$ cat src/hw/rtl/sit_pkg.sv
// Shared types for the segment intersection test pipeline.
// No dependencies; imported by every stage module and the top level.
package sit_pkg;

  // Control tag that travels alongside each item through the pipeline.
  typedef struct packed {
    logic valid;
    logic reject;
  } sit_tag_t;

  localparam logic FALSE = 1'b0;

endpackage

$ cat src/hw/rtl/sit_front.sv
// Front stage: endpoint differences and the bounding-box reject test.
// Depends on sit_pkg.
module sit_front import sit_pkg::*; #(
  parameter int CB = 16
) (
  input  logic                 clk,
  input  logic                 rst,
  input  logic                 in_valid,
  input  logic signed [CB-1:0] ax0,
  input  logic signed [CB-1:0] ay0,
  input  logic signed [CB-1:0] ax1,
  input  logic signed [CB-1:0] ay1,
  input  logic signed [CB-1:0] bx0,
  input  logic signed [CB-1:0] by0,
  input  logic signed [CB-1:0] bx1,
  input  logic signed [CB-1:0] by1,
  output sit_tag_t             tag,
  output logic signed [CB:0]   dax,
  output logic signed [CB:0]   day,
  output logic signed [CB:0]   dbx,
  output logic signed [CB:0]   dby,
  output logic signed [CB:0]   ex,
  output logic signed [CB:0]   ey
);

  logic reject_x;
  logic reject_y;

  // Both endpoints of A strictly beyond both endpoints of B on one side.
  assign reject_x = (ax0 > bx0 && ax0 > bx1 && ax1 > bx0 && ax1 > bx1) ||
                    (ax0 < bx0 && ax0 < bx1 && ax1 < bx0 && ax1 < bx1);
  assign reject_y = (ay0 > by0 && ay0 > by1 && ay1 > by0 && ay1 > by1) ||
                    (ay0 < by0 && ay0 < by1 && ay1 < by0 && ay1 < by1);

  always_ff @(posedge clk) begin
    if (rst) begin
      tag.valid <= 1'b0;
    end else begin
      tag.valid <= in_valid;
    end
  end

  always_ff @(posedge clk) begin
    tag.reject <= reject_x | reject_y;
    dax        <= (CB+1)'(ax1) - (CB+1)'(ax0);
    day        <= (CB+1)'(ay1) - (CB+1)'(ay0);
    dbx        <= (CB+1)'(bx1) - (CB+1)'(bx0);
    dby        <= (CB+1)'(by1) - (CB+1)'(by0);
    ex         <= (CB+1)'(bx0) - (CB+1)'(ax0);
    ey         <= (CB+1)'(by0) - (CB+1)'(ay0);
  end

endmodule

$ cat config.mk
export PLATFORM = sky130hd
export DESIGN_NAME = sit_front
export DESIGN_NICKNAME = d
export VERILOG_FILES = /design/src/hw/rtl/sit_pkg.sv /design/src/hw/rtl/sit_front.sv
export SDC_FILE = /design/constraint.sdc
export NUM_CORES = 1
export LEC_CHECK = 0
export BUFFER_PORTS_ARGS = -buffer_cell sky130_fd_sc_hd__buf_2
export CORE_ASPECT_RATIO = 2
export CORE_MARGIN = 3
export CORE_UTILIZATION = 59
export CTS_CLUSTER_DIAMETER = 60
export DETAILED_ROUTE_END_ITERATION = 8
export PLACE_DENSITY = 0.89
export SETUP_SLACK_MARGIN = 0.2
export SLEW_MARGIN = 20
export SYNTH_ARGS = -nofsm -noshare
export SYNTH_HDL_FRONTEND = slang
export SYNTH_SLANG_ARGS = --single-unit
$ cat constraint.sdc
create_clock -name clk -period 5.3 [get_ports clk]
set_input_delay 1.06 -clock clk [delete_from_list [all_inputs] [get_ports clk]]
set_output_delay 1.06 -clock clk [all_outputs]
set_load 0.05 [all_outputs]
==> impl_metrics.toml, run 1 <==
[synthesis]
seq_area_frac_synth = 0.238
syn_inst = 1028
synth_area_um2 = 8750
ys.flop_type = "dfxtp_1"
synth.largest_area_cell = "ha_1"
ys_ff_latch = 104
yosysUniqueCellTypes = 58
yosys.cell_count.top_type = "ha_1"
synth_top_area_share = 0.277
ys_async_sr_fraction = 0
synth_edf_count = 0
synth_area_leaders = "ha_1 (28%), dfxtp_1 (24%), inv_1 (5.9%), xnor2_1 (5.6%), a21oi_1 (3.8%)"
avgSynthCellArea_um2 = 8.52
synth_common_cells = "ha_1 (194), inv_1 (137), dfxtp_1 (104)"
yosysWarnings = 0
synthesis.nets = 1359

[timing]
slew-limit-headroom = 0.436
tns_ns = 0
final_min_period_over_clock_period = 0.634
hold_viol = 0
rsz0062_at_grt = "no"
period_minus_slack_ns = 3.36
setup_viol_count_final = 0
worst_pin_slew_ns = 0.839
finalMaxSlewViolations = 0
max_freq_mhz = 297
whs_ns = 0.845

[power]
clockPowerShare = 0.207
power.total_w = 0.00320
p_comb_frac = 0.487
p_int_w = 0.00176
swShare = 0.449
seq_power_share = 0.305
worst_ir_drop_vdd_mv = 0.205
p_leak_nw = 5.47
p_switching_w = 0.00144
p_per_area_nw_per_um2 = 306

[cts]
htree_levels = 3
cts.path.max_buffers = 2
cts_root_buffer = "clkbuf_16"
clk_pin_slew_ns = 0.07
postCtsHoldBufs = 0
post-cts-setup-buffers = 0
ctsResizeCount = 0
cts_sinks = 104
numCtsBuffers = 9
cts_tree = "yes"

[setup_path]
cp_max_fo = 3
required_ns = 5.55
critPathKind = "primary input to flop"
cp.arrival_ns = 3.62
critPathLaunchType = "primary input"
endpoint_kind = "flop"

[cells_and_area]
fin_cells = 1469
syn_to_final_growth_pct = 19.4
fillers = 1145
drive_above_1_share = 0.213
fin_nets = 1602
final_util = 0.725

[place]
dp_hpwl_um = 22500
dp_cells = 1452
place.gp.congestion = 0.986
numPortBuffers = 234

[global_route]
gr-total-overflow = 0
track_usage = 0.317
grt_pass1_vias = 8927
antenna_found_initial = 1
grt_pass1_wl_um = 40500
grt_max_degree = 17

[drt]
first_iter_violations = 262
route.detailed.drc = 0
wl_um = 26000
vias_per_cell = 5.78
num_vias = 8497
drtAntennaViolNets = 0
dr.pass1.iters = 5
wire_per_inst_um = 17.7

[floorplanning]
core_region_area_um2 = 14400
die_h_um = 178
initial_core_util = 0.607
io_pins = 235
rows = 62
die-area_um2 = 16400
die_x_um = 92.1

[min_path]
hold_class = "primary input to flop"

[outcome]
status = "complete, no violations"

[run]
drv_cap = 0
worst paths after layout:
| check | from | end | slack (ns) | cells past startpoint |
|---|---|---|---|---|
| hold / removal | rst | tag[1]$_SDFF_PP0_ | 0.85 | 2 |
| setup / recovery | ay1[0] | day[16]$_DFF_P_ | 1.94 | 12 |
cell usage in the layout (no fill, tap or decap), drive strengths merged, types with 7 or more instances in the layout:
master	n
a211oi	16
dfxtp	104
nand3	22
o211ai	13
a21o	26
nor3	21
inv	137
xor2	12
ha	194
a21oi	69
o21a	20
buf	234
nand2	45
o21ai	58
nor2b	28
xnor2	56
nand2b	10
nand4	22
a21boi	7
nor2	81
clkbuf	12
or3	7
cells by family after synthesis:
family          synth area share
compound gates             0.198
xor+xnor                  0.0680
fa+ha+maj                  0.291
buf+inv                   0.0596
flops                      0.238
mux                      0.00472
simple gates               0.141
cell type report:
cell class | count | area (um^2) | area share
Multi-Input combinational cell | 785 | 6150 | 0.588
Sequential cell | 104 | 2080 | 0.199
Timing Repair Buffer | 234 | 1170 | 0.112
Inverter | 137 | 514 | 0.0492
Clock buffer | 12 | 267 | 0.0255
Tap cell | 192 | 240 | 0.0230
Clock inverter | 4 | 27.5 | 0.00263
Antenna cell | 1 | 2.50 | 0.000239
worst max-delay path: stages:
cell      delay, ns
buf_2          0.09
inv_1          0.06
ha_1           0.22
fa_1           0.43
nor2b_1        0.17
o21a_1         0.17
o21ai_0        0.09
a211oi_1       0.41
o211ai_1       0.23
a21oi_1        0.24
o21ai_0        0.17
a31o_2         0.28
power by group through the flow:
stage	Sequential [W]	Combinational [W]	Clock [W]
global placement	0.000993	0.00153	0
finish	0.000979	0.00156	0.000664
global route	0.000992	0.00167	0.000702
floorplan	0.00157	0.000571	0
detailed placement	0.000996	0.00155	0
CTS	0.000980	0.00156	0.000675
through the flow:
stage	setup slack, ns	instance area (um^2)
after detailed placement	1.73	10200
after floorplan	2.30	8750
after global placement	1.83	10200
final	1.94	10500
after CTS	2.05	10500
after global routing	1.84	10500
flip-flops by register name, summed over array words and instances (netlist names):
register and flops:
tag 2, dbx 17, ex 17, day 17
ey 17, dax 17, dby 17
per-layer routing:
metal  share of wire  track usage  vias to the layer above
li1                -            -                     4141
met1            0.32        0.264                     3898
met2            0.55        0.638                      326
met3           0.043       0.0469                      132
met4           0.083        0.251                        0
met5               0            0                        -
(Power assumes the default switching activity.)
==> inputs of run 2 (changes only) <==
- CORE_UTILIZATION: 59 -> 49
- PLACE_DENSITY: 0.89 -> 0.79
- clock period: 5.3 -> 2.85 ns (I/O delays scaled with it)
==> run 2 against run 1 <==
  * Cell area rose by 4.0%
  * Worst hold slack got worse by 0.48 ns
  * Core utilization shrank 9.8 points
  * Flip-flop and latch count did not move
  * Wire length is 12% higher
  * Sequential power up 87%
  * First-iteration DRC count up 11%
  * Sequential share of layout area fell by 0.76 points
  * Power increased by 88%
  * Combinational power rose by 92%
==> impl_metrics.toml, run 2 (synthesis gave the netlist of run 1 again) <==
[global_route]
track_usage = 0.295
grt_max_degree = 17
antenna_found_initial = 4
grt_pass1_vias = 9180
grt_pass1_wl_um = 44100
gr-total-overflow = 0

[drt]
first_iter_violations = 292
vias_per_cell = 5.68
dr.pass1.iters = 5
drtAntennaViolNets = 0
route.detailed.drc = 0
num_vias = 8707
wire_per_inst_um = 18.9
wl_um = 29000

[timing]
hold_viol = 0
worst_pin_slew_ns = 0.591
finalMaxSlewViolations = 0
slew-limit-headroom = 0.603
max_freq_mhz = 388
period_minus_slack_ns = 2.58
rsz0062_at_grt = "yes"
final_min_period_over_clock_period = 0.904
setup_viol_count_final = 0

[min_path]
hold_class = "primary input to flop"

[cells_and_area]
final_util = 0.626
drive_above_1_share = 0.248
layout_common_cells = "buf_2 (233), ha_1 (193), inv_1 (137), dfxtp_1 (104), nor2_1 (81)"
final_common_cell = "buf_2"
fin_nets = 1646
syn_to_final_growth_pct = 24.2

[setup_path]
max_stage_delay_ns = 0.52
crit_top_cell = "buf_6"
endpoint_kind = "flop"
critPathLaunchType = "primary input"
cp_max_fo = 3
critPathKind = "primary input to flop"
path_cells = "buf_6, buf_6, ha_4, nor2b_1, o211ai_1, a2111oi_2, nor4_2, mux2i_2, o31ai_2, or4_1, nand4b_1"
required_ns = 3.15
cp.arrival_ns = 2.87
cp_slowest_cell = "or4_1"

[cts]
cts.path.max_buffers = 2
cts_root_buffer = "clkbuf_16"
postCtsHoldBufs = 0
htree_levels = 3
clk_pin_slew_ns = 0.07
cts_sinks = 104
numCtsBuffers = 9
cts_tree = "yes"

[power]
power.total_w = 0.00602
worst_ir_drop_vdd_mv = 0.465
p_per_area_nw_per_um2 = 553
p_leak_nw = 5.67

[floorplanning]
die_x_um = 101
die-area_um2 = 19600
rows = 68
initial_core_util = 0.504
core_region_area_um2 = 17400
die_h_um = 195
io_pins = 235

[place]
place.gp.congestion = 1.02
dp_hpwl_um = 25300
numPortBuffers = 234

[run]
drv_cap = 0

[outcome]
status = "complete, no violations"
-- run 2: area by class of cell --
type	count	area (um^2)
diodes	3	7.51
multi-input cells	785	6220
fillers	1553	6490
clock buffers	11	233
repair buffers	278	1510
clock inverters	5	33.8
well taps	210	263
inverters	137	514
flip-flops and latches	104	2080
-- run 2: path summary, 6_finish.rpt --
kind	startpoint	endpoint	slack, ns	depth (start not counted)
hold / removal	rst	tag[1]$_SDFF_PP0_	0.37	2
setup / recovery	ax0[1]	tag[0]$_DFF_P_	0.27	11
-- run 2: worst max-delay path: cells and delay by family --
kind                     cells  cell delay (ns)
AND/OR/NAND/NOR              4             1.07
AO/OA/AOI/OAI                3             0.46
multiplexers                 1             0.35
adder cells (fa/ha/maj)      1             0.21
buffers and inverters        2             0.22
-- run 2: power breakdown --
part / internal [W] / total [W] / switching (W)
clock network: 0.000594 / 0.00119 / 0.000595
logic: 0.000933 / 0.00300 / 0.00206
registers: 0.00175 / 0.00183 / 0.0000778
-- run 2: repair_timing --
item | in CTS | in global routing
gates cloned | 0 | 0
setup endpoints to repair | 1 | 10
resized for setup | 0 | 21
buffers inserted | 0 | 2
pin swaps | 1 | 10
-- run 2: routing by layer --
| metal | vias to the layer above | track usage | share of wire |
|---|---|---|---|
| li1 | 4225 | - | - |
| met1 | 3954 | 0.225 | 0.29 |
| met2 | 363 | 0.574 | 0.55 |
| met3 | 163 | 0.0551 | 0.055 |
| met4 | 2 | 0.274 | 0.10 |
| met5 | - | 0 | 0.00062 |
-- run 2: metrics by stage --
stage	hold slack [ns]	setup slack (ns)	TNS (ns)	area [um^2]	instances
6_report	0.369	0.274	0	10900	1533
5_1_grt	0.373	0.159	0	10900	1532
4_1_cts	0.359	0.211	0	10800	1528
3_5_place_dp	0.733	-0.178	-0.699	10500	1512
3_3_place_gp	0.728	-0.114	-0.314	10500	1512
2_1_floorplan	0.642	0.343	0	8750	1028
